### config.mk
export PLATFORM = sky130hd
export DESIGN_NAME = cse_front
export DESIGN_NICKNAME = d
export VERILOG_FILES = /design/src/cse_pkg.sv /design/src/cse_front.sv
export SDC_FILE = /design/constraint.sdc
export NUM_CORES = 2
export LEC_CHECK = 0
export BUFFER_PORTS_ARGS = -buffer_cell sky130_fd_sc_hd__buf_2
export CORE_UTILIZATION = 40
export DETAILED_ROUTE_END_ITERATION = 6
export SETUP_SLACK_MARGIN = 0.2
export SLEW_MARGIN = 20
export SYNTH_ARGS = -nofsm -noshare
export SYNTH_HDL_FRONTEND = slang
export SYNTH_SLANG_ARGS = --single-unit
### constraint.sdc
create_clock -name clk -period 5.1 [get_ports clk]
set_input_delay 1.02 -clock clk [delete_from_list [all_inputs] [get_ports clk]]
set_output_delay 1.02 -clock clk [all_outputs]
set_load 0.02 [all_outputs]
### src/cse_pkg.sv
`timescale 1ns / 1ps
`default_nettype none
package cse_pkg;

	localparam int MAX_LEN    = 4096;
	localparam int DATA_WIDTH = 16;
	localparam int IN_W       = 16;
	localparam int COS_W      = 18;
	localparam int PROD_W     = 2 * DATA_WIDTH;
	localparam int DOT_W      = 44;
	localparam int NORM_W     = 43;
	localparam int WIDE_W     = 2 * NORM_W;
	localparam int CNT_W      = $clog2(MAX_LEN + 1);
	localparam int QUO_W      = 35;
	localparam int ROOT_W     = 18;
	localparam int SREM_W     = 21;
	localparam int STEP_W     = 6;
	localparam int Q_DEPTH    = 2;
	localparam int QPTR_W     = $clog2(Q_DEPTH);
	localparam int QCNT_W     = $clog2(Q_DEPTH + 1);

	typedef struct packed {
		logic signed [DOT_W-1:0] dot;
		logic [NORM_W-1:0]       norm_a;
		logic [NORM_W-1:0]       norm_b;
		logic                    too_long;
	} sums_t;

	typedef enum logic [2:0] {
		ST_IDLE,
		ST_MUL,
		ST_DIV,
		ST_SQRT,
		ST_OUT
	} back_state_t;

endpackage
`default_nettype wire

### src/cse_front.sv
`timescale 1ns / 1ps
`default_nettype none
module cse_front (
	input  wire logic                       clk,
	input  wire logic                       arst_n,
	input  wire logic                       in_valid,
	output logic                            in_stall,
	input  wire logic [cse_pkg::IN_W-1:0]   a_elem,
	input  wire logic [cse_pkg::IN_W-1:0]   b_elem,
	input  wire logic                       last,
	input  wire logic [cse_pkg::QCNT_W-1:0] q_count,
	output logic                            push,
	output cse_pkg::sums_t                  push_entry
);
	import cse_pkg::*;

	logic                     accept;
	logic                     use_elem;
	logic signed [DATA_WIDTH-1:0] a_s, b_s;
	logic [CNT_W-1:0]         cnt_q;
	logic                     ovf_q;
	logic                     valid_s1, last_s1, use_s1, tl_s1;
	logic signed [PROD_W-1:0] ab_s1, aa_s1, bb_s1;
	logic signed [DOT_W-1:0]  dot_q, dot_nx;
	logic [NORM_W-1:0]        na_q, nb_q, na_nx, nb_nx;

	assign a_s      = a_elem[DATA_WIDTH-1:0];
	assign b_s      = b_elem[DATA_WIDTH-1:0];
	assign in_stall = (QCNT_W'(q_count) + QCNT_W'(valid_s1 & last_s1)) >= QCNT_W'(Q_DEPTH);
	assign accept   = in_valid & ~in_stall;
	assign use_elem = cnt_q < CNT_W'(MAX_LEN);

	always_ff @(posedge clk or negedge arst_n) begin
		if (!arst_n) begin
			cnt_q    <= '0;
			ovf_q    <= 1'b0;
			valid_s1 <= 1'b0;
		end else begin
			valid_s1 <= accept;
			if (accept) begin
				if (last) begin
					cnt_q <= '0;
					ovf_q <= 1'b0;
				end else if (use_elem) begin
					cnt_q <= cnt_q + 1'b1;
				end else begin
					ovf_q <= 1'b1;
				end
			end
		end
	end

	always_ff @(posedge clk) begin
		if (accept) begin
			last_s1 <= last;
			use_s1  <= use_elem;
			tl_s1   <= ovf_q | ~use_elem;
			ab_s1   <= a_s * b_s;
			aa_s1   <= a_s * a_s;
			bb_s1   <= b_s * b_s;
		end
	end

	always_comb begin
		dot_nx = dot_q;
		na_nx  = na_q;
		nb_nx  = nb_q;
		if (use_s1) begin
			dot_nx = dot_q + DOT_W'(ab_s1);
			na_nx  = na_q + NORM_W'(unsigned'(aa_s1));
			nb_nx  = nb_q + NORM_W'(unsigned'(bb_s1));
		end
	end

	always_ff @(posedge clk or negedge arst_n) begin
		if (!arst_n) begin
			dot_q <= '0;
			na_q  <= '0;
			nb_q  <= '0;
		end else if (valid_s1) begin
			if (last_s1) begin
				dot_q <= '0;
				na_q  <= '0;
				nb_q  <= '0;
			end else begin
				dot_q <= dot_nx;
				na_q  <= na_nx;
				nb_q  <= nb_nx;
			end
		end
	end

	assign push                = valid_s1 & last_s1;
	assign push_entry.dot      = dot_nx;
	assign push_entry.norm_a   = na_nx;
	assign push_entry.norm_b   = nb_nx;
	assign push_entry.too_long = tl_s1;

endmodule
`default_nettype wire

==> impl_metrics.yaml <==
synth:
  yosysSeqAreaShare: 0.151
  synth-simple-area-share: 0.112
  syn_area_um2: 43200
  synthAdderAreaFrac: 0.447
  synth_compound_area_frac: 0.120
  synth-seq-cells: 242
  netlist-cell-type-count: 81
  synth_warnings: 0
  synth_top_family_by_area: "adder cells"
  synthFlopType: "dfrtp_1"
  syn_nets: 5733
  synth-xor-area-share: 0.0507
  synth-edff-count: 97
  async_flop_share: 0.599
  synthCells: 4592
  syn_avg_cell_area_um2: 9.41
  muxShareOfSynthArea: 0.0210
timing:
  fmax_ghz: 0.157
  post-route-period-util: 1.25
  setup_slack_ns: -1.26
  whs_ns: 0.493
  final.min_clock_period_ns: 6.36
  fin_setup_tns_ns: -52.03
  worst_pin_slew_ns: 0.990
  finalSetupViolations: 66
  relSlewSlack: 0.340
  rsz0062_at_grt: "true"
  maxSlewViolCount: 0
  fin_skew_ns: 0.0404
  finalHoldViolCount: 0
floorplanning:
  coreArea_um2: 107000
  die_y_um: 331
  die_x_um: 331
  die-area_um2: 109000
  pin_count: 171
  rows: 120
  initial_core_util: 0.404
finish:
  final_area_um2: 55900
  area_growth_pct: 29.3
  nets: 6500
  fillCellCount: 9668
  multi_input_area_um2: 35100
  layout.area.seq_um2: 6540
  drive_gt1_frac: 0.289
placement:
  gp_congestion: 0.915
  dp_slack_ns: -2.29
  dpl.hpwl_mm: 97.2
  post_dp_cell_area_um2: 50400
  portBuffers: 170
route:
  ant_nets: 0
  drc: 0
  drt_wl_total_mm: 122
  via_count: 34100
  wire_per_inst_um: 17.9
  drt_iter0_drc: 1929
  via_per_inst: 5.02
  drt-pass1-iter-count: 5
cts:
  root_buffer: "clkbuf_16"
  cts_tree: "done"
  cts_buffer_depth: 3
  path_clk_slew_ns: 0.06
  clock_latency_ns: 0.60
  cts_max_level: 1
  cts_buffers: 28
  cts.sinks: 242
critical_path:
  path_class: "in2reg"
  cp-startpoint: "a_elem[6]"
  critPathRequiredTime_ns: 5.45
  worstSetupStartpointType: "input port"
  cp_max_fo: 7
  worst-endpoint-arrival_ns: 6.72
  r2r_start: "bb_s1[2]"
  r2r_cells: 13
  end_kind: "register"
grt:
  grt_pass1_wl_mm: 192
  antenna_found_initial: 4
  grt_max_degree: 121
  grt_use_total: 0.222
  grt.overflow.total: 0
  grt_pass1_vias: 35100
job:
  cap_violations: 0
min_path:
  hold_class: "in2async"
outcome:
  status: "complete, but fails checks"
  violations: "setup timing"
==> Yosys cell counts (8+ instances only) <==
cell         n  share of area
a21o_1     136          0.024
inv_1      946          0.082
and3_1      33         0.0048
xnor2_1    182          0.037
a21boi_0     8         0.0014
o31ai_1     10         0.0017
nor2b_1     44         0.0064
o21a_1      19         0.0033
o2bb2ai_1   36         0.0073
a31o_2      12         0.0024
nand3_1     39         0.0045
nor3_1      31         0.0036
mux2i_1     12         0.0028
xor2_1      68          0.014
nor2_1     208          0.018
a211oi_1    10         0.0017
fa_1       732           0.34
dfrtp_1    145          0.084
mux2_2      70          0.018
nand4_1     17         0.0025
nand2_1    396          0.034
edfxtp_1    97          0.067
a21oi_1    191          0.022
ha_1       371           0.11
and2_1     184          0.027
buf_1        8        0.00070
o21bai_1    26         0.0045
nand2b_1    29         0.0042
a221o_1      9         0.0021
a31oi_1     38         0.0055
a22o_1      54          0.011
clkbuf_1   169          0.015
clkinv_1    11        0.00096
or2_2       12         0.0017
o21ai_0    121          0.014
==> layout by cell type (no fill, tap or decap), types with 129 or more instances in the layout <==
cell type,instances
inv_1,885
fa_1,683
buf_4,590
nand2_1,368
ha_1,293
nor2_1,177
xnor2_1,159
and2_1,145
dfrtp_1,144
a21oi_1,136
a21o_1,136
buf_6,129
==> worst max-delay path: stages <==
cell and delay [ns]:
buf_8 0.10, buf_12 0.14, buf_12 0.13, buf_6 0.11
and2_4 0.15, fa_1 0.50, fa_1 0.51, fa_1 0.54
fa_1 0.43, fa_1 0.52, inv_1 0.05, fa_1 0.49
inv_2 0.04, ha_4 0.21, a21o_1 0.15, a21o_1 0.15
a21o_1 0.19, a2111oi_4 0.24, a211oi_2 0.13, o21a_1 0.22
o21ai_2 0.15, a21oi_2 0.07, a21o_1 0.19, a31oi_1 0.20
xnor2_1 0.08
==> repair_timing <==
item                                    4_1_cts  5_1_grt
gates resized for setup                     455      287
pin swaps                                   229      203
hold buffers                                  0        0
hold endpoints to repair                      0        0
endpoints found under the setup margin      112      108
cloned                                        3        1
buffers inserted                             87       76
==> registers in the layout, indices dropped and copies added (netlist names) <==
| signal | cells |
|---|---|
| ab_s1 | 32 |
| na_q | 43 |
| use_s1 | 1 |
| dot_q | 44 |
| nb_q | 43 |
| bb_s1 | 31 |
| last_s1 | 1 |
| cnt_q | 13 |
| aa_s1 | 31 |
| ovf_q | 1 |
| valid_s1 | 1 |
| tl_s1 | 1 |
==> final timing paths <==
kind | endpoint | slack (ns)
min in group clk | nb_q[19] | 0.52
hold / removal | na_q[2] | 0.49
max in group asynchronous | nb_q[11] | 3.62
setup / recovery | ab_s1[31] | -1.26
hold reg to reg | nb_q[19] | 0.52
setup reg to reg | nb_q[39] | 1.55
==> cells by family after synthesis <==
family	after synthesis
compound gates	759
simple gates	1020
mux	82
xor+xnor	250
flops	242
fa+ha+maj	1103
buf+inv	1136
==> metal layers <==
metal | vias up | share of wire | GRT usage
met2 | 786 | 0.45 | 0.351
met4 | 6 | 0.026 | 0.0549
li1 | 16100 | - | -
met1 | 17000 | 0.47 | 0.323
met3 | 141 | 0.050 | 0.0271
met5 | - | 0.00038 | 0
==> stage by stage <==
step                      std cells   util
after floorplan                4592      -
after global placement         6565  0.470
after CTS                      6707  0.504
after global routing           6784  0.522
after detailed placement       6565  0.470
final                          6785  0.522
==> layout make-up <==
class | count | area share
Tap cell | 1403 | 0.0314
Clock inverter | 22 | 0.00452
Antenna cell | 1 | 0.0000448
Clock buffer | 30 | 0.0127
Multi-Input combinational cell | 3214 | 0.628
Timing Repair Buffer | 915 | 0.140
Inverter | 958 | 0.0657
Sequential cell | 242 | 0.117
Power is not shown: default switching activity piles up to over one toggle a cycle in this logic, so the estimate is an artifact.
