### src/cse_pkg.sv
`timescale 1ns / 1ps
`default_nettype none
package cse_pkg;

	localparam int MAX_LEN    = 4096;
	localparam int DATA_WIDTH = 16;
	localparam int IN_W       = 16;
	localparam int COS_W      = 18;
	localparam int PROD_W     = 2 * DATA_WIDTH;
	localparam int DOT_W      = 44;
	localparam int NORM_W     = 43;
	localparam int WIDE_W     = 2 * NORM_W;
	localparam int CNT_W      = $clog2(MAX_LEN + 1);
	localparam int QUO_W      = 35;
	localparam int ROOT_W     = 18;
	localparam int SREM_W     = 21;
	localparam int STEP_W     = 6;
	localparam int Q_DEPTH    = 2;
	localparam int QPTR_W     = $clog2(Q_DEPTH);
	localparam int QCNT_W     = $clog2(Q_DEPTH + 1);

	typedef struct packed {
		logic signed [DOT_W-1:0] dot;
		logic [NORM_W-1:0]       norm_a;
		logic [NORM_W-1:0]       norm_b;
		logic                    too_long;
	} sums_t;

	typedef enum logic [2:0] {
		ST_IDLE,
		ST_MUL,
		ST_DIV,
		ST_SQRT,
		ST_OUT
	} back_state_t;

endpackage
`default_nettype wire

### src/cse_back.sv
`timescale 1ns / 1ps
`default_nettype none
module cse_back (
	input  wire logic                       clk,
	input  wire logic                       arst_n,
	input  wire logic                       q_not_empty,
	input  wire cse_pkg::sums_t             q_head,
	output logic                            pop,
	output logic                            out_valid,
	input  wire logic                       out_stall,
	output logic [cse_pkg::COS_W-1:0]       cosine,
	output logic                            zero_norm,
	output logic                            too_long
);
	import cse_pkg::*;

	back_state_t         state_q, state_d;
	logic [STEP_W-1:0]   step_q;
	logic                neg_q, zn_q, tl_q;
	logic [WIDE_W-1:0]   md_q, mp_q, pd_q, pp_q, pd_nx, pp_nx;
	logic [NORM_W-1:0]   bd_q, bp_q;
	logic [WIDE_W-1:0]   rem_q;
	logic [WIDE_W:0]     rem_sh;
	logic                div_ge;
	logic [QUO_W-1:0]    quo_q, quo_nx;
	logic [2*ROOT_W-1:0] xs_q;
	logic [SREM_W-1:0]   sr_q, sr_sh, trial;
	logic                sq_ge;
	logic [ROOT_W-1:0]   root_q;
	logic [ROOT_W:0]     q_sum;
	logic [COS_W-1:0]    mag;
	logic                zero_in, load_out;
	logic [DOT_W-1:0]    abs_dot;

	assign zero_in = (q_head.norm_a == '0) || (q_head.norm_b == '0);
	assign abs_dot = q_head.dot[DOT_W-1] ? DOT_W'(-q_head.dot) : DOT_W'(q_head.dot);

	assign pd_nx  = pd_q + (bd_q[0] ? md_q : '0);
	assign pp_nx  = pp_q + (bp_q[0] ? mp_q : '0);
	assign rem_sh = (step_q == '0) ? {1'b0, rem_q} : {rem_q, 1'b0};
	assign div_ge = rem_sh >= {1'b0, pp_q};
	assign quo_nx = {quo_q[QUO_W-2:0], div_ge};
	assign sr_sh  = {sr_q[SREM_W-3:0], xs_q[2*ROOT_W-1 -: 2]};
	assign trial  = SREM_W'({root_q, 2'b01});
	assign sq_ge  = sr_sh >= trial;
	assign q_sum  = {1'b0, root_q} + 1'b1;
	assign mag    = COS_W'(q_sum[ROOT_W:1]);

	always_comb begin
		state_d  = state_q;
		pop      = 1'b0;
		load_out = 1'b0;
		unique case (state_q)
			ST_IDLE: begin
				if (q_not_empty) begin
					pop     = 1'b1;
					state_d = zero_in ? ST_OUT : ST_MUL;
				end
			end
			ST_MUL: begin
				if (step_q == STEP_W'(NORM_W - 1))
					state_d = ST_DIV;
			end
			ST_DIV: begin
				if (step_q == STEP_W'(QUO_W - 1))
					state_d = ST_SQRT;
			end
			ST_SQRT: begin
				if (step_q == STEP_W'(ROOT_W - 1))
					state_d = ST_OUT;
			end
			ST_OUT: begin
				if (!out_valid || !out_stall) begin
					load_out = 1'b1;
					state_d  = ST_IDLE;
				end
			end
			default: state_d = ST_IDLE;
		endcase
	end

	always_ff @(posedge clk or negedge arst_n) begin
		if (!arst_n) begin
			state_q   <= ST_IDLE;
			out_valid <= 1'b0;
		end else begin
			state_q <= state_d;
			if (load_out)
				out_valid <= 1'b1;
			else if (!out_stall)
				out_valid <= 1'b0;
		end
	end

	always_ff @(posedge clk) begin
		if (load_out) begin
			cosine    <= neg_q ? -mag : mag;
			zero_norm <= zn_q;
			too_long  <= tl_q;
		end
		case (state_q)
			ST_IDLE: begin
				step_q <= '0;
				neg_q  <= q_head.dot[DOT_W-1] & ~zero_in;
				zn_q   <= zero_in;
				tl_q   <= q_head.too_long;
				root_q <= '0;
				md_q   <= WIDE_W'(abs_dot[NORM_W-1:0]);
				bd_q   <= abs_dot[NORM_W-1:0];
				mp_q   <= WIDE_W'(q_head.norm_a);
				bp_q   <= q_head.norm_b;
				pd_q   <= '0;
				pp_q   <= '0;
			end
			ST_MUL: begin
				pd_q <= pd_nx;
				pp_q <= pp_nx;
				md_q <= {md_q[WIDE_W-2:0], 1'b0};
				mp_q <= {mp_q[WIDE_W-2:0], 1'b0};
				bd_q <= bd_q >> 1;
				bp_q <= bp_q >> 1;
				if (step_q == STEP_W'(NORM_W - 1)) begin
					rem_q  <= pd_nx;
					step_q <= '0;
				end else begin
					step_q <= step_q + 1'b1;
				end
			end
			ST_DIV: begin
				rem_q <= div_ge ? WIDE_W'(rem_sh - {1'b0, pp_q}) : WIDE_W'(rem_sh);
				quo_q <= quo_nx;
				if (step_q == STEP_W'(QUO_W - 1)) begin
					xs_q   <= (2*ROOT_W)'(quo_nx);
					sr_q   <= '0;
					root_q <= '0;
					step_q <= '0;
				end else begin
					step_q <= step_q + 1'b1;
				end
			end
			ST_SQRT: begin
				xs_q   <= {xs_q[2*ROOT_W-3:0], 2'b00};
				sr_q   <= sq_ge ? sr_sh - trial : sr_sh;
				root_q <= {root_q[ROOT_W-2:0], sq_ge};
				step_q <= step_q + 1'b1;
			end
			default: begin
			end
		endcase
	end

endmodule
`default_nettype wire

### config.mk
export PLATFORM = sky130hd
export DESIGN_NAME = cse_back
export DESIGN_NICKNAME = d
export VERILOG_FILES = /design/src/cse_pkg.sv /design/src/cse_back.sv
export SDC_FILE = /design/constraint.sdc
export NUM_CORES = 2
export LEC_CHECK = 0
export BUFFER_PORTS_ARGS = -buffer_cell sky130_fd_sc_hd__buf_4
export CAP_MARGIN = 20
export CORE_ASPECT_RATIO = 1.5
export CORE_MARGIN = 3
export CORE_UTILIZATION = 55
export DETAILED_ROUTE_END_ITERATION = 12
export GPL_TIMING_DRIVEN = 0
export PLACE_DENSITY_LB_ADDON = 0.08
export SYNTH_ARGS = -nofsm -noshare
export SYNTH_HDL_FRONTEND = slang
export SYNTH_SLANG_ARGS = --single-unit
### constraint.sdc
create_clock -name clk -period 13.77 [get_ports clk]
set_clock_uncertainty 0.05 [all_clocks]
set_input_delay 1.377 -clock clk [delete_from_list [all_inputs] [get_ports clk]]
set_output_delay 1.377 -clock clk [all_outputs]
set_load 0.02 [all_outputs]
==> metrics.md <==
| Metric | Value |
|---|---|
| Most frequent cells in the layout | `984 x nand2_1, 652 x edfxtp_1, 441 x a21oi_1` |
| Final Core Density | `0.622` |
| CTS Hold Bufs | `0` |
| Detail Route Antenna Nets | `0` |
| First-pass GRT wire length | `218 mm` |
| H-tree Lvls | `3` |
| Num Clock Sinks | `656` |
| CP startpoint kind | `flip-flop` |
| Synthesized Nets | `5674` |
| Placed cell count | `6532` |
| Yosys top cell area share | `0.421` |
| CTS tree | `yes` |
| Hold slack | `0.384 ns` |
| Fin Setup TNS | `0 ns` |
| CP required | `14.07 ns` |
| HP Class | `flip-flop to flip-flop` |
| Layout Nets | `5913` |
| Fin. Hold Viols | `0` |
| Vias in the first global route | `40000` |
| Worst Hold Depth | `0` |
| Pin count of the biggest net entering global routing | `119` |
| CP endpoint kind | `flip-flop` |
| Die ar. | `88100 sq um` |
| Post-cts resize count | `0` |
| Reg-to-reg critical path startpoint | `step_q[0]$_DFFE_PP_` |
| Tcrit/Tclk final | `0.505` |
| Reg area | `19700 sq um` |
| Seq/Total Area, Yosys | `0.423` |
| Pint | `6.18 mW` |
| DRT iter0 DRCs | `2868` |
| Clk slew on worst S/H paths | `0.06 ns` |
| Share of cells above drive strength 1 | `0.0633` |
| Type of the worst setup path | `flip-flop to flip-flop` |
| Skew-Pair Late Insertion Delay | `0.63 ns` |
| PortBufs | `156` |
| Die Wd | `243 um` |
| Max FO, Critical Path | `10` |
| Worst Tran Pin Value | `1.21 ns` |
| Drt total wl | `144 mm` |
| Synth Flop Type | `edfxtp_1` |
| Fillers | `7432` |
| Combinational Power Share | `0.536` |
| Hold worst-path end | `zero_norm$_DFFE_PP_` |
| Unique masters post-synth | `91` |
| Commonest non-fill, non-tap cell in the layout | `nand2_1` |
| RSZ-0062 raised after global routing | `no` |
| Fin crit period | `6.96 ns` |
| Synth warn | `0` |
| Initial core utilization | `0.559` |
| Layout area overhead | `11.2%` |
| Async set or reset register ratio after synthesis | `0.00610` |
| Mapped Area | `46500 sq um` |
| Setup Buffers After CTS | `0` |
| Cts bufs inserted | `70` |
| Remaining routing DRC violations | `0` |
| Final setup vio count | `0` |
| Grt total ovfl | `0` |
| Reg2reg end | `rem_q[84]$_DFFE_PP_` |
| Maximum capacitance violations | `0` |
| Area of the multi-input gates | `24900 sq um` |
| Clock Power Share | `0.177` |
| Min-delay src | `zn_q$_DFFE_PP_` |
| Cells after synthesis | `5253` |
| Drt first pass iters | `6` |
| Max VDD drop | `128 uV` |
| Initial antenna violation count | `4` |
| Routed len/inst | `21.7 um` |
| Setup slack, reg-to-reg | `6.81 ns` |
| DR vias | `40000` |
| Pins over their slew limit | `0` |
| CTS Buffer Depth | `3` |
| Routability congestion estimate | `0.985` |
| EDFF count, synth | `652` |
| Flops & latches, synth | `656` |
| Outcome | `completed` |
| Die Y | `362 um` |
| Vias/cell | `6.00` |
| Power Dens Cells | `218 nW/um^2` |
| Synth top area cells | `edfxtp_1 42%, nand2_1 7.9%, ha_1 7.6%` |
| Std cell rows | `129` |
| DP HPWL | `114 mm` |
| Mapped Avg Cell Area | `8.85 sq um` |
| Max frequency | `0.144 GHz` |
| Part of the power in registers | `0.287` |
| Dominant cell type by area after synthesis | `edfxtp_1` |
| Sw Ratio | `0.452` |
| Leak | `21.4 nW` |
| Reg2Reg Depth | `22` |
| Max-slew headroom | `0.192` |
| P_sw | `5.11 mW` |
| Crit path arrival time | `7.26 ns` |
| Placeable Area | `83100 sq um` |
| Post-Layout Cell Count | `6661` |
| Clock Tree Root | `clkbuf_16` |
| Overall Global Routing Usage | `0.320` |
| Num ports | `157` |
-- metal layers --
| layer | vias up | wire [um] | track usage |
|---|---|---|---|
| met5 | - | 0 | 0 |
| met4 | 0 | 14300 | 0.273 |
| met3 | 527 | 6700 | 0.0325 |
| met2 | 1367 | 72400 | 0.577 |
| met1 | 18800 | 50900 | 0.333 |
| li1 | 19300 | - | - |
-- per-stage QoR --
step | area (sq um) | setup slack (ns) | power [mW]
after global routing | 51700 | 6.50 | 12.0
after CTS | 51700 | 7.10 | 11.2
after floorplan | 46500 | 6.66 | 7.39
final | 51700 | 6.81 | 11.3
after global placement | 49000 | 3.34 | 9.18
after detailed placement | 49300 | 7.13 | 9.17
-- cell type report --
cell class	count	area share
multi-input combinational	4083	0.481
sequential	656	0.381
clock buffer	83	0.0350
timing repair buffer	167	0.0273
tap	1113	0.0269
buffer	296	0.0225
inverter	218	0.0158
clock inverter	43	0.0109
antenna	2	0.0000968
-- critical path, stage by stage (launching register included) --
cell and delay, ns:
edfxtp_1 0.47, inv_1 0.12, ha_1 0.18, and3_1 0.15
clkbuf_1 0.28, clkbuf_1 0.56, buf_1 0.65, nand2_1 0.11
nand2_1 0.22, ha_1 0.16, clkbuf_1 0.33, nand2_1 0.16
or3_1 0.44, nor4_1 0.81, inv_1 0.11, a31oi_1 0.39
o31ai_1 0.18, a2bb2oi_2 0.33, a21oi_1 0.21, o21ai_1 0.24
xnor2_1 0.16, o211ai_1 0.16, a21boi_0 0.21
-- cell usage after synthesis (all sizes together), types with 60 or more instances --
| cell type | count |
|---|---|
| a211oi | 60 |
| a21o | 173 |
| ha | 283 |
| xor2 | 134 |
| edfxtp | 652 |
| o21bai | 67 |
| nor2 | 425 |
| inv | 218 |
| a21oi | 444 |
| clkbuf | 259 |
| nand4 | 95 |
| o21a | 90 |
| and2 | 195 |
| nor3 | 67 |
| xnor2 | 177 |
| nand3 | 89 |
| nand2 | 985 |
| and3 | 136 |
| o21ai | 225 |
-- cell families (layout without fill, tap and decap cells) --
logic type / Yosys count / count (layout) / synth area share
muxes: 33 / 33 / 0.00743
adders and majority gates: 286 / 286 / 0.0775
DFF: 656 / 656 / 0.423
AOI/OAI and AO/OA: 1298 / 1298 / 0.179
xor gates and xnor gates: 311 / 311 / 0.0586
and+or+nand+nor: 2155 / 2155 / 0.212
other: 0 / 2 / 0
buffers and inverters: 514 / 807 / 0.0423
-- power by group through the flow --
stage / logic (mW) / clock network (mW) / registers, mW
5_1_grt: 6.57 / 2.10 / 3.29
6_report: 6.05 / 2.00 / 3.24
2_1_floorplan: 4.14 / 0 / 3.25
3_5_place_dp: 5.90 / 0 / 3.27
4_1_cts: 5.94 / 2.03 / 3.24
3_3_place_gp: 5.80 / 0 / 3.38
-- worst max-delay path by stage --
stage               depth (start not counted)                     end                    from
floorplan                                   5  mp_q[79]$_SDFFCE_PN0P_  state_q[1]$_DFFE_PN0P_
global placement                            5   pd_q[0]$_SDFFCE_PN0P_  state_q[1]$_DFFE_PN0P_
detailed placement                         24     rem_q[75]$_DFFE_PP_     step_q[0]$_DFFE_PP_
CTS                                        24     rem_q[75]$_DFFE_PP_     step_q[0]$_DFFE_PP_
global route                               24     rem_q[75]$_DFFE_PP_     step_q[0]$_DFFE_PP_
finish                                     22     rem_q[84]$_DFFE_PP_     step_q[0]$_DFFE_PP_
-- flip-flops by register name, indices dropped and copies added (netlist names), 3 cells and up --
signal and cells:
pp_q 86, bd_q 43, mp_q 86, step_q 6
bp_q 43, sr_q 19, root_q 18, cosine 18
md_q 86, xs_q 36, quo_q 34, pd_q 86
rem_q 86, state_q 3
Note: power is estimated with default switching activity, not from simulation.
