### config.mk
export PLATFORM = sky130hd
export DESIGN_NAME = cse_queue
export DESIGN_NICKNAME = d
export VERILOG_FILES = /design/src/cse_pkg.sv /design/src/cse_queue.sv
export SDC_FILE = /design/constraint.sdc
export NUM_CORES = 1
export LEC_CHECK = 0
export ABC_AREA = 1
export BUFFER_PORTS_ARGS = -buffer_cell sky130_fd_sc_hd__buf_4
export CORE_MARGIN = 4
export CORE_UTILIZATION = 45
export CTS_CLUSTER_DIAMETER = 150
export CTS_CLUSTER_SIZE = 20
export DETAILED_ROUTE_END_ITERATION = 16
export GPL_ROUTABILITY_DRIVEN = 0
export GPL_TIMING_DRIVEN = 0
export PLACE_DENSITY_LB_ADDON = 0.1
export SLEW_MARGIN = 20
export SYNTH_ARGS = -nofsm -noshare
export SYNTH_HDL_FRONTEND = slang
export SYNTH_SLANG_ARGS = --single-unit
### constraint.sdc
create_clock -name clk -period 6.8 [get_ports clk]
set_clock_uncertainty 0.05 [all_clocks]
set_input_delay 0.68 -clock clk [delete_from_list [all_inputs] [get_ports clk]]
set_output_delay 0.68 -clock clk [all_outputs]
set_load 0.05 [all_outputs]
### src/cse_pkg.sv
`timescale 1ns / 1ps
`default_nettype none
package cse_pkg;

	localparam int MAX_LEN    = 4096;
	localparam int DATA_WIDTH = 16;
	localparam int IN_W       = 16;
	localparam int COS_W      = 18;
	localparam int PROD_W     = 2 * DATA_WIDTH;
	localparam int DOT_W      = 44;
	localparam int NORM_W     = 43;
	localparam int WIDE_W     = 2 * NORM_W;
	localparam int CNT_W      = $clog2(MAX_LEN + 1);
	localparam int QUO_W      = 35;
	localparam int ROOT_W     = 18;
	localparam int SREM_W     = 21;
	localparam int STEP_W     = 6;
	localparam int Q_DEPTH    = 2;
	localparam int QPTR_W     = $clog2(Q_DEPTH);
	localparam int QCNT_W     = $clog2(Q_DEPTH + 1);

	typedef struct packed {
		logic signed [DOT_W-1:0] dot;
		logic [NORM_W-1:0]       norm_a;
		logic [NORM_W-1:0]       norm_b;
		logic                    too_long;
	} sums_t;

	typedef enum logic [2:0] {
		ST_IDLE,
		ST_MUL,
		ST_DIV,
		ST_SQRT,
		ST_OUT
	} back_state_t;

endpackage
`default_nettype wire

### src/cse_queue.sv
`timescale 1ns / 1ps
`default_nettype none
module cse_queue (
	input  wire logic                       clk,
	input  wire logic                       arst_n,
	input  wire logic                       push,
	input  wire cse_pkg::sums_t             push_entry,
	input  wire logic                       pop,
	output logic                            not_empty,
	output cse_pkg::sums_t                  head,
	output logic [cse_pkg::QCNT_W-1:0]      count
);
	import cse_pkg::*;

	sums_t             mem_q [Q_DEPTH];
	logic [QPTR_W-1:0] wr_q, rd_q;
	logic [QCNT_W-1:0] cnt_q;

	always_ff @(posedge clk or negedge arst_n) begin
		if (!arst_n) begin
			wr_q  <= '0;
			rd_q  <= '0;
			cnt_q <= '0;
		end else begin
			if (push)
				wr_q <= wr_q + 1'b1;
			if (pop)
				rd_q <= rd_q + 1'b1;
			cnt_q <= cnt_q + QCNT_W'(push) - QCNT_W'(pop);
		end
	end

	always_ff @(posedge clk) begin
		if (push)
			mem_q[wr_q] <= push_entry;
	end

	assign head      = mem_q[rd_q];
	assign not_empty = cnt_q != '0;
	assign count     = cnt_q;

endmodule
`default_nettype wire

==> results of run 1 <==
==> cells in the final DEF, fill, tap and decap left out <==
master	synthesis	layout
nor2_4	0	1
dlygate4sd3_1	0	1
xor2_1	2	2
ha_1	2	2
edfxtp_1	262	262
o21ai_0	85	85
inv_12	0	1
inv_8	0	1
buf_8	1	1
buf_12	8	9
inv_1	138	137
clkbuf_16	0	17
buf_6	8	8
dfrtp_1	4	4
buf_4	3	271
o21ai_2	42	42
nand2_1	138	138
buf_16	0	6
nand3_1	1	1
clkbuf_1	9	14
o21ai_1	4	4
==> final timing paths <==
| path | from | to | slack (ns) |
|---|---|---|---|
| setup / recovery | rd_q$_DFFE_PN0P_ | head[34] | 4.18 |
| hold / removal | push_entry[103] | mem_q[1][103]$_DFFE_PP_ | 0.33 |
| setup reg to reg | wr_q$_DFFE_PN0P_ | mem_q[0][35]$_DFFE_PP_ | 4.89 |
| hold reg to reg | wr_q$_DFFE_PN0P_ | wr_q$_DFFE_PN0P_ | 0.51 |
| max in group asynchronous | arst_n | rd_q$_DFFE_PN0P_ | 6.13 |
| min in group asynchronous | arst_n | count[0]$_DFF_PN0_ | 0.46 |
==> power by group <==
part           internal, mW  switching [mW]  total, mW
logic                 0.981            2.43       3.41
registers              2.17          0.0685       2.24
clock network         0.464           0.501      0.965
total                  3.61            3.00       6.62
==> flip-flops by register name, indices dropped and copies added (netlist names) <==
name and flops:
mem_q 262, count 2, wr_q 1, rd_q 1
==> critical path, delay by kind of cell (launching register included) <==
kind | cells | cell delay, ns
buf+inv | 3 | 0.81
flops | 1 | 0.37
compound gates | 1 | 0.22
==> final cells by class <==
| type | count | area [um^2] | share of cell area [%] |
|---|---|---|---|
| plain buffers | 29 | 322 | 2.43 |
| clock buffers | 22 | 444 | 3.36 |
| clock inverters | 1 | 16.3 | 0.123 |
| inverters | 138 | 526 | 3.97 |
| multi-input cells | 275 | 1390 | 10.5 |
| flip-flops and latches | 266 | 7970 | 60.3 |
| well taps | 280 | 350 | 2.65 |
| repair buffers | 276 | 2210 | 16.7 |
==> routing by layer <==
| metal | up-vias | GRT usage [%] | share of wire, % |
|---|---|---|---|
| li1 | 2968 | - | - |
| met3 | 29 | 5.79 | 9.5 |
| met2 | 191 | 29.1 | 49 |
| met1 | 2859 | 20.5 | 39 |
| met4 | 0 | 4.06 | 2.1 |
| met5 | - | 0 | 0 |
==> kinds of logic (layout without fill, tap and decap cells) <==
logic type / Yosys count / count (layout) / share of synthesized area [%]
buffers and inverters: 167 / 466 / 8.24
XOR/XNOR: 2 / 2 / 0.172
flip-flops: 266 / 266 / 78.2
AO/OA/AOI/OAI: 131 / 131 / 7.98
adder cells (fa/ha/maj): 2 / 2 / 0.246
AND/OR/NAND/NOR: 140 / 140 / 5.17
==> what timing repair did <==
action                    in CTS  in global routing
hold buffers                   1                  0
setup buffers                  0                  0
hold endpoints to repair       4                  0
==> results by stage, run 1 <==
Finish:
- The layout has between 1500 and 2000 filler cells.
- The number of diodes is 0.
- The fraction of the core area covered by cells at the end of the flow is between 60% and 70%.
- The finished layout holds 1287 standard cells, fillers aside.
- The post-route cell area is 0.0132 mm^2.
- The post-synthesis to final-layout area growth is 29.8%.
- For this run, the post-layout net count is 1140.
- Of the cells placed in the final design, the portion with a size suffix greater than 1 is 35.5%.

Logic synthesis:
- The synthesis-stage register bit count is ~270.
- The count of different cell masters after synthesis is 16.
- In the synthesized netlist, the cells that appear most often are edfxtp_1 (262), inv_1 (138), nand2_1 (138).
- The most used flip-flop cell after synthesis is edfxtp_1.
- By area the synthesized netlist is led by edfxtp_1 (77%), inv_1 (5.1%), nand2_1 (5.1%), o21ai_0 (4.2%), o21ai_2 (3.6%).
- The post-synthesis async set-or-reset flop share is between 1.5 and 2%.
- The largest total area in the synthesized netlist belongs to edfxtp_1.
- The number of standard cells after synthesis is about 710.
- The count of flip-flops with a built-in enable after synthesis is approximately 260.
- The part of the Yosys area used for sequential elements is slightly below 80%.
- Yosys printed 0 warnings.
- The synthesized net count is around 850.
- Each instance of the synthesized netlist takes up on average 14.4 um^2.
- edfxtp_1 is the most common cell in the netlist.
- The cell area after technology mapping is 0.0102 mm^2.
- Summed over its instances, the top area cell type makes up slightly below 80% of the synthesized netlist area.

STA:
- The total count of max-transition violations in the final report is 0.
- Measured against its own limit, the worst slew margin works out to 63.7%.
- The final worst-path setup slack is approximately 4.2 ns.
- The post-route clock period utilization is between 30% and 40%.
- Across all hold checks on the routed design, the worst slack comes to approximately 0.33 ns.
- At the pin with the least slew margin, the transition time is around 0.54 ns.
- The final count of hold timing violations is 0.
- The minimum clock period is 2.62 ns.
- Derived from the worst setup path, the maximum achievable clock frequency is 381 MHz.
- Setup violations remaining at the end of the flow were counted as 0.
- Setup repair after global routing left no endpoint under its margin.
- In the final timing run, aggregate negative setup slack is 0 ns.

Worst hold path:
- The count of cells along the worst hold path is 1.
- The class of the worst hold path is input pin to flip-flop.

Die:
- The floorplan has 54 rows.
- The y dimension of the die is 158 um.
- During I/O placement, the number of pins put on the boundary was between 200 and 300.
- The full die area is between 0.02 and 0.03 mm^2.
- The core region area is 0.0220 mm^2.
- The starting density of the core is between 40% and 50%.
- The die is around 160 um wide.

Global route:
- Global routing used about 17% of the available tracks across all layers.
- After global routing the overflow that remains totals 0.
- The first global-routing pass estimated between 30000 and 40000 um of wire.
- The number of antenna violations at the first check in global routing is 0.
- The via count of the first global-routing pass is about 6100.
- Entering global routing, the biggest net connects 96 pins.

Drt:
- After detailed routing, the average wire length per cell comes to around 17 um.
- The routed wire length is about 22000 um.
- Summing over every cut layer, the via total after detailed routing is between 6000 and 7000.
- Using the TritonRoute via totals, the vias-per-cell ratio works out to between 4 and 5.
- The number of design-rule violations left by the first detailed-router iteration is 246.
- The post-detailed-route DRC marker count is 0.
- The first detailed-routing pass ran for 4 iterations.
- The number of antenna-violating nets in the routed design is 0.

Setup path:
- The cell at the slowest stage of the critical path is clkbuf_1.
- Traced cell by cell, the critical path runs through buf_6 -> clkbuf_1 -> o21ai_0 -> buf_4.
- The sort of element at the start of the critical path is a flip-flop.
- The worst setup path is captured at an output port.
- In this run the worst path has a maximum fanout of 10.
- The worst path arrival time is approximately 1.9 ns.
- STA puts the critical path data required time at 6.07 ns.
- The peak per-stage delay on the critical path is 0.38 ns.
- The path depth of the worst reg2reg path is 4.
- The class of the most critical setup path is flip-flop to output port.

Clock network:
- The clock transition time at the flip-flop clock pins of the worst setup and hold paths is 0.09 ns.
- The clock drives 266 sinks.
- The number of buffers created by CTS is 17.
- In this run the number of H-tree levels came out at 1.
- Clock tree synthesis selected as its root buffer the cell clkbuf_16.
- The clock tree from TritonCTS is yes.
- The number of gates resized after CTS is 0.
- The insertion delay to the later sink of the worst-skew pair is roughly 0.48 ns.
- The longest clock path from root to sink contains 3 buffers.

Place:
- Detailed placement ended at an HPWL of ~15000 um.
- The quantity of I/O buffers inserted on ports is 268.
- OpenSTA, run right after detailed placement, puts the worst setup slack at about 4.5 ns.
- The number of placed instances, taps included is between 1000 and 1500.
- The placed cell area is 0.0128 mm^2.

Pwr:
- After layout, the design draws a total of 6.62 mW.
- Power spread over the standard cell area amounts to between 500 and 600 mW/mm^2.
- Across the VDD grid, the largest voltage drop is between 300 and 400 uV.
- The leakage power total is ~5.6 nW.

Run:
- The tool flagged a number of max-cap violations equal to 0.

Run status:
- The run finished with clean final reports.
(Power assumes the default switching activity.)
==> inputs of run 2 (changes only) <==
==> constraint.sdc (replaced) <==
create_clock -name clk -period 2.6 [get_ports clk]
set_clock_uncertainty 0.05 [all_clocks]
set_input_delay 0.26 -clock clk [delete_from_list [all_inputs] [get_ports clk]]
set_output_delay 0.26 -clock clk [all_outputs]
set_load 0.05 [all_outputs]
==> run 2 against run 1 <==
Cell count increased by 11%; register-to-register slack got worse by 4.3 ns; critical endpoint is now head[4]; non-clock buffer count increased by 136; die area unchanged; routed wire length increased by 3.0%; sequential share of layout area decreased by 5.7 points; highest routed layer unchanged; sequential power increased to 2.6 times the previous value; count of clock-buffer cells in the layout unchanged; first-iteration DRC count increased by 26%.
==> results by stage, run 2 (synthesis results as in run 1) <==
Global route:
- The via count of the first global-routing pass is 6740 (+10%).
- The remaining global-route overflow is 0 (unchanged).
- The met1 usage in global routing is 20.8% (+0.31 points).
- The global router's overall resource usage came to 17.4% (+0.53 points).
- The maximum number of pins on one net before global-route repair was 31 (-68%).
- The number of antenna violations at the first check in global routing is 1 (+1).
- The global routing met3 resource utilization is 5.25% (-0.54 points).
- The routing usage on met2 came to 31.3% (+2.2 points).
- The first-pass GRT wire length is 34200 um (+4.3%).
- met2 is the most crowded layer.

STA:
- The achievable clock frequency is between 400 and 500 MHz.
- The worst path uses 84.9% of the clock period.
- The final count of hold timing violations is 0 (unchanged).
- The final setup violation count is 0 (unchanged).
- Setup repair after global routing left no endpoint under its margin.
- The minimum clock period is approximately 2.2 ns.
- The final worst-path setup slack is 0.393 ns (-3.79 ns).
- The remaining max-slew budget at the tightest pin is 53.9% (-9.8 points).
- The total count of max-transition violations in the final report is 0 (unchanged).
- The slew of the pin with the lowest slew margin is 0.690 ns (+0.146 ns).

Drt:
- The post-detailed-route DRC marker count is 0 (unchanged).
- The vias per cell is 4.61 (-1.9%).
- The number of design-rule violations left by the first detailed-router iteration is 309 (+26%).
- The count of vias placed by the detailed router came to 6561 (+8.5%).
- The detailed-routing iteration count for the pre-antenna-repair pass is 4 (unchanged).
- The routed wire length is 22500 um (+3.0%).
- The number of antenna-violating nets in the routed design is 0 (unchanged).
- The wire length per cell after detailed routing was 15.8 um (-6.9%).

Run:
- The total of max-cap violations is 0 (unchanged).

Die:
- The full die area was 0.0251 mm^2 (unchanged).
- The starting density of the core came to 46.3% (unchanged).
- The die width is 158 um (unchanged).
- The number of placed I/O pins is 269 (unchanged).
- The core region area is 0.0220 mm^2 (unchanged).
- The site row count is 54 (unchanged).
- The y dimension of the die is 158 um (unchanged).

Place:
- The quantity of I/O buffers inserted on ports was 268 (unchanged).
- The placed wire-length estimate after detailed placement is 15500 um (+1.5%).
- The worst slack at placement came to 0.550 ns (-3.92 ns).
- The placed cell area is 0.0128 mm^2 (+0.34%).

Clock network:
- The clock tree from TritonCTS is yes.
- The post-CTS setup-driven buffer insertion count came to 0 (unchanged).
- The buffer depth of the longest clock path came to 3 (unchanged).
- The tree is rooted in a clkbuf_16.
- The clock transition time at the flip-flop clock pins of the worst setup and hold paths came to 0.09 ns (about the same).
- The count of H-tree levels built during CTS is 1 (unchanged).
- The insertion delay to the later sink of the worst-skew pair was 0.48 ns (about the same).
- The number of gates resized after CTS is 0 (unchanged).
- The total number of clock tree sinks was 266 (unchanged).
- The number of buffers created by CTS came to 17 (unchanged).

Worst hold path:
- The class of the worst hold path is input pin to async pin.

Setup path:
- The worst setup path is captured at an output port.
- The top fanout value on the critical path was 10 (unchanged).
- The data required time at the worst endpoint came to 2.29 ns (-3.78 ns).
- The critical path in this run is classified as flip-flop to output port.
- STA classifies the critical path startpoint as a flip-flop.
- The worst path arrival time is 1.90 ns (about the same).

Finish:
- The post-synthesis to final-layout area growth is 43.3%.
- The register with the most flip-flops is mem_q.
- The post-layout net count is 1276 (+12%).
- The number of flip-flops under the largest register name came to 262 (unchanged).
- The leading cell type in the layout, fill and taps excluded is buf_4.
- The post-route cell area is 0.0146 mm^2 (+10%).
- In the layout the commonest cells are buf_4 (271), edfxtp_1 (262), inv_1 (137), nand2_1 (137), dlygate4sd3_1 (134).
- The share of cells above drive strength 1 came to 31.6% (-3.9 points).
- The number of filler cells placed in the layout was 1626 (-7.1%).

Pwr:
- The largest voltage drop on the vdd net was 998 uV (+200%).
- The power density over the cells came to 1200 mW/mm^2 (+140%).
- The leakage power total is 6.14 nW (+10%).
- The total chip power is 17.5 mW (+160%).

Run status:
- The flow ran to the end, and the final reports show no timing, DRC or antenna violations.
==> run 2: final cells by class <==
| cell class | instances | area [um^2] | area share, % |
|---|---|---|---|
| flip-flops and latches | 266 | 7970 | 54.6 |
| well taps | 280 | 350 | 2.40 |
| clock inverters | 1 | 16.3 | 0.111 |
| multi-input cells | 275 | 1390 | 9.54 |
| diodes | 1 | 2.50 | 0.0171 |
| inverters | 138 | 522 | 3.57 |
| plain buffers | 29 | 322 | 2.20 |
| repair buffers | 412 | 3580 | 24.5 |
| clock buffers | 22 | 444 | 3.04 |
==> run 2: through the flow <==
step | cells | util [%] | TNS (ns) | hold WS (ns)
after floorplan | 708 | - | -66.27 | -0.0856
after global placement | 1256 | 57.0 | -379.21 | 0.0105
after detailed placement | 1266 | 58.1 | 0 | 0.0102
after CTS | 1423 | 66.3 | 0 | 0.0329
after global routing | 1424 | 66.3 | 0 | 0.0352
final | 1424 | 66.3 | 0 | 0.0482
==> run 2: repair_timing <==
action                                 CTS  global route
endpoints found under the hold margin  269             0
hold buffers                           134             0
setup endpoints to repair                0             0
==> run 2: worst paths after layout <==
| path | from | endpoint | slack [ns] | depth (start not counted) |
|---|---|---|---|---|
| worst max register to register | wr_q$_DFFE_PN0P_ | mem_q[1][99]$_DFFE_PP_ | 0.55 | 4 |
| min in group clk | push_entry[99] | mem_q[0][99]$_DFFE_PP_ | 0.45 | 2 |
| worst min register to register | wr_q$_DFFE_PN0P_ | wr_q$_DFFE_PN0P_ | 0.53 | 1 |
| max in group asynchronous | arst_n | rd_q$_DFFE_PN0P_ | 2.35 | 2 |
| worst min-delay path | arst_n | count[0]$_DFF_PN0_ | 0.05 | 2 |
| worst max-delay path | rd_q$_DFFE_PN0P_ | head[4] | 0.39 | 4 |
==> run 2: per-layer routing <==
metal  up-vias  routed length [um]  share of wire [%]
li1       3247                   -                  -
met1      3103                8920                 40
met2       179               11500                 51
met3        32                1750                7.8
met4         0                 400                1.8
met5         -                   0                  0
==> run 2: worst max-delay path, stage by stage, from the launching register on <==
cell	delay, ns
dfrtp_1	0.36
buf_6	0.19
clkbuf_1	0.39
o21ai_0	0.23
buf_4	0.24
==> run 2: report_power, final <==
group	switching, mW	total [mW]	leakage [nW]	internal, mW
clock network	1.32	2.54	0.223	1.21
registers	0.180	5.85	2.51	5.67
logic	6.42	9.15	3.41	2.73
==> inputs of run 3 (changes only) <==
==> constraint.sdc (replaced) <==
create_clock -name clk -period 2.2 [get_ports clk]
set_clock_uncertainty 0.05 [all_clocks]
set_input_delay 0.22 -clock clk [delete_from_list [all_inputs] [get_ports clk]]
set_output_delay 0.22 -clock clk [all_outputs]
set_load 0.05 [all_outputs]
==> run 3 against run 2 <==
Total power increased by 18%; non-clock buffer count grew 1; sequential power is 18% higher; first-iteration DRC count is 7.8% lower; hold slack improved by 0.36 ns; final area increased by 0.15%; clock power rose by 18%; via count is 0.24% lower; count of clock-buffer cells in the layout is the same; sequential cell count stayed put; setup slack got worse by 0.28 ns; routed wire length is essentially flat; critical path type unchanged; highest routed layer unchanged.
==> results by stage, run 3 (synthesis results as in run 1) <==
Run status:
- The flow ran to the end, and the final reports show no timing, DRC or antenna violations.

Clock network:
- The clock transition time at the flip-flop clock pins of the worst setup and hold paths is 0.08 ns (about the same).
- The post-CTS setup-driven buffer insertion count is 0 (unchanged).
- The clock tree from TritonCTS is yes.
- The total number of clock tree sinks is 266 (unchanged).
- The CTS root buffer is clkbuf_16.
- The number of buffers created by CTS is 17 (unchanged).
- The count of H-tree levels built during CTS is 1 (unchanged).
- The insertion delay to the later sink of the worst-skew pair is 0.48 ns (about the same).
- The buffer depth of the longest clock path came to 3 (unchanged).

Global route:
- The via count of the first global-routing pass is 6771 (+0.46%).
- The number of antenna violations at the first check in global routing came to 1 (unchanged).
- The global router's overall resource usage came to 17.4% (+0.018 points).
- The maximum number of pins on one net before global-route repair was 31 (unchanged).
- The remaining global-route overflow came to 0 (unchanged).
- The first-pass GRT wire length is 34300 um (+0.14%).

STA:
- The slew of the pin with the lowest slew margin is 0.686 ns (-0.00349 ns).
- Dividing the final minimum period by the clock period gives around 95%.
- For this run, the top clock speed supported by timing is between 400 and 500 MHz.
- The remaining max-slew budget at the tightest pin is 54.1% (+0.23 points).
- The sum of negative setup slack was 0 ns (unchanged).
- The total count of max-transition violations in the final report is 0 (unchanged).
- The minimum clock period is ~2.1 ns.
- Setup repair after global routing left no endpoint under its margin.
- The final setup violation count is 0 (unchanged).
- The final count of hold timing violations came to 0 (unchanged).

Drt:
- The routed wire length is 22500 um (about the same).
- The detailed-routing iteration count for the pre-antenna-repair pass is 4 (unchanged).
- The number of antenna-violating nets in the routed design came to 0 (unchanged).
- The number of design-rule violations left by the first detailed-router iteration is 285 (-7.8%).
- The count of vias placed by the detailed router came to 6545 (-0.24%).
- The post-detailed-route DRC marker count was 0 (unchanged).
- The wire length per cell after detailed routing is 15.8 um (about the same).
- The vias per cell was 4.59 (-0.31%).

Pwr:
- The largest voltage drop on the vdd net is 1180 uV (+18%).
- The power density over the cells came to 1420 mW/mm^2 (+18%).
- The total chip power is 20.7 mW (+18%).
- The leakage power total was 6.16 nW (+0.43%).

Setup path:
- The cell at the slowest stage of the critical path is dfrtp_1.
- Walking the worst path, the cells encountered are buf_8 -> clkbuf_2 -> o21ai_0 -> buf_4.
- The worst path arrival time is 1.82 ns (-0.08 ns).
- The peak per-stage delay on the critical path is 0.40 ns (about the same).
- The type of element capturing the critical path is an output port.
- The class of the most critical setup path is flip-flop to output port.
- The reg-to-reg startpoint is wr_q$_DFFE_PN0P_.
- The register-to-register setup slack is 0.15 ns (-0.40 ns).
- The path depth of the worst reg2reg path was 4 (unchanged).
- STA classifies the critical path startpoint as a flip-flop.
- The data required time at the worst endpoint is 1.93 ns (-0.36 ns).
- In this run the critical register-to-register path is captured at mem_q[1][98]$_DFFE_PP_.
- The top fanout value on the critical path was 10 (unchanged).

Die:
- The site row count came to 54 (unchanged).
- The die width is 158 um (unchanged).
- The full die area was 0.0251 mm^2 (unchanged).
- The y dimension of the die is 158 um (unchanged).
- The starting density of the core came to 46.3% (unchanged).
- The number of placed I/O pins is 269 (unchanged).
- The core region area is 0.0220 mm^2 (unchanged).

Finish:
- The leading cell type in the layout, fill and taps excluded is buf_4.
- The post-route cell area came to 0.0146 mm^2 (+0.15%).
- The final cell count without fillers is 1425 (+0.070%).
- The register area is 0.00797 mm^2 (unchanged).
- From synthesis to final layout, the design area changed by 43.5%.
- The number of flip-flops under the largest register name came to 262 (unchanged).
- The fraction of the core area covered by cells at the end of the flow is 66.4% (+0.10 points).
- The share of cells above drive strength 1 is 32.2% (+0.58 points).
- The top cell types in the final layout, fill and taps aside, are buf_4 (271), edfxtp_1 (262), inv_1 (137), nand2_1 (137), dlygate4sd3_1 (135).
- The register with the most flip-flops is mem_q.
- The number of filler cells placed in the layout is 1617 (-0.55%).
- The total area of multi-input combinational cells is 0.00139 mm^2 (unchanged).
- The post-layout net count was 1277 (+0.078%).

Place:
- The placed cell area is 0.0128 mm^2 (unchanged).
- The number of placed instances, taps included is 1266 (unchanged).
- The quantity of I/O buffers inserted on ports was 268 (unchanged).
- The placed wire-length estimate after detailed placement is 15500 um (unchanged).

Worst hold path:
- The worst hold path terminates at mem_q[0][99]$_DFFE_PP_.
- The tightest min-delay check is of the input pin to flip-flop type.
- The worst hold path startpoint is push_entry[99].
- The count of cells along the worst hold path is 2.

Run:
- The total of max-cap violations came to 0 (unchanged).
[run 3: worst max-delay path by stage]
stage / from / endpoint / cells past startpoint
floorplan: wr_q$_DFFE_PN0P_ / mem_q[1][0]$_DFFE_PP_ / 2
finish: rd_q$_DFFE_PN0P_ / head[4] / 4
CTS: rd_q$_DFFE_PN0P_ / head[4] / 4
global placement: wr_q$_DFFE_PN0P_ / mem_q[1][99]$_DFFE_PP_ / 2
detailed placement: wr_q$_DFFE_PN0P_ / mem_q[1][99]$_DFFE_PP_ / 4
global route: rd_q$_DFFE_PN0P_ / head[4] / 6
[run 3: repair_timing]
item                                    4_1_cts  5_1_grt
endpoints found under the setup margin        0       43
resized for setup                             0       15
endpoints found under the hold margin       269        0
hold buffers                                135        0
[run 3: cell type report]
type / count / share of cell area, %
antenna: 1 / 0.0171
buffer: 29 / 2.28
clock buffer: 22 / 3.04
clock inverter: 1 / 0.111
inverter: 138 / 3.57
multi-input combinational: 275 / 9.52
sequential: 266 / 54.5
tap: 280 / 2.40
timing repair buffer: 413 / 24.6
[run 3: critical path, delay by kind of cell, from the launching register on]
kind	cells	cell delay (ns)
flip-flops	1	0.40
buffers and inverters	3	0.62
AO/OA/AOI/OAI	1	0.30
[run 3: stage by stage]
step                      hold slack [ns]  setup slack (ns)
final                               0.411             0.111
after global routing                0.396           0.00780
after CTS                           0.387           0.00260
after detailed placement          -0.0298             0.150
after global placement            -0.0295             -1.91
after floorplan                    -0.126            -0.671
[run 3: report_power, final]
| group | total [mW] | switching, mW | leakage [nW] | internal (mW) |
|---|---|---|---|---|
| registers | 6.91 | 0.214 | 2.51 | 6.70 |
| logic | 10.8 | 7.58 | 3.43 | 3.25 |
| clock network | 3.00 | 1.56 | 0.223 | 1.44 |
| total | 20.7 | 9.36 | 6.16 | 11.4 |
[run 3: layer usage]
metal  track usage (%)  vias to the layer above  share of wire, %
li1                  -                     3248                 -
met1              20.6                     3097                39
met2              31.5                      170                51
met3              5.22                       30               7.8
met4              3.53                        0               1.7
met5                 0                        -                 0
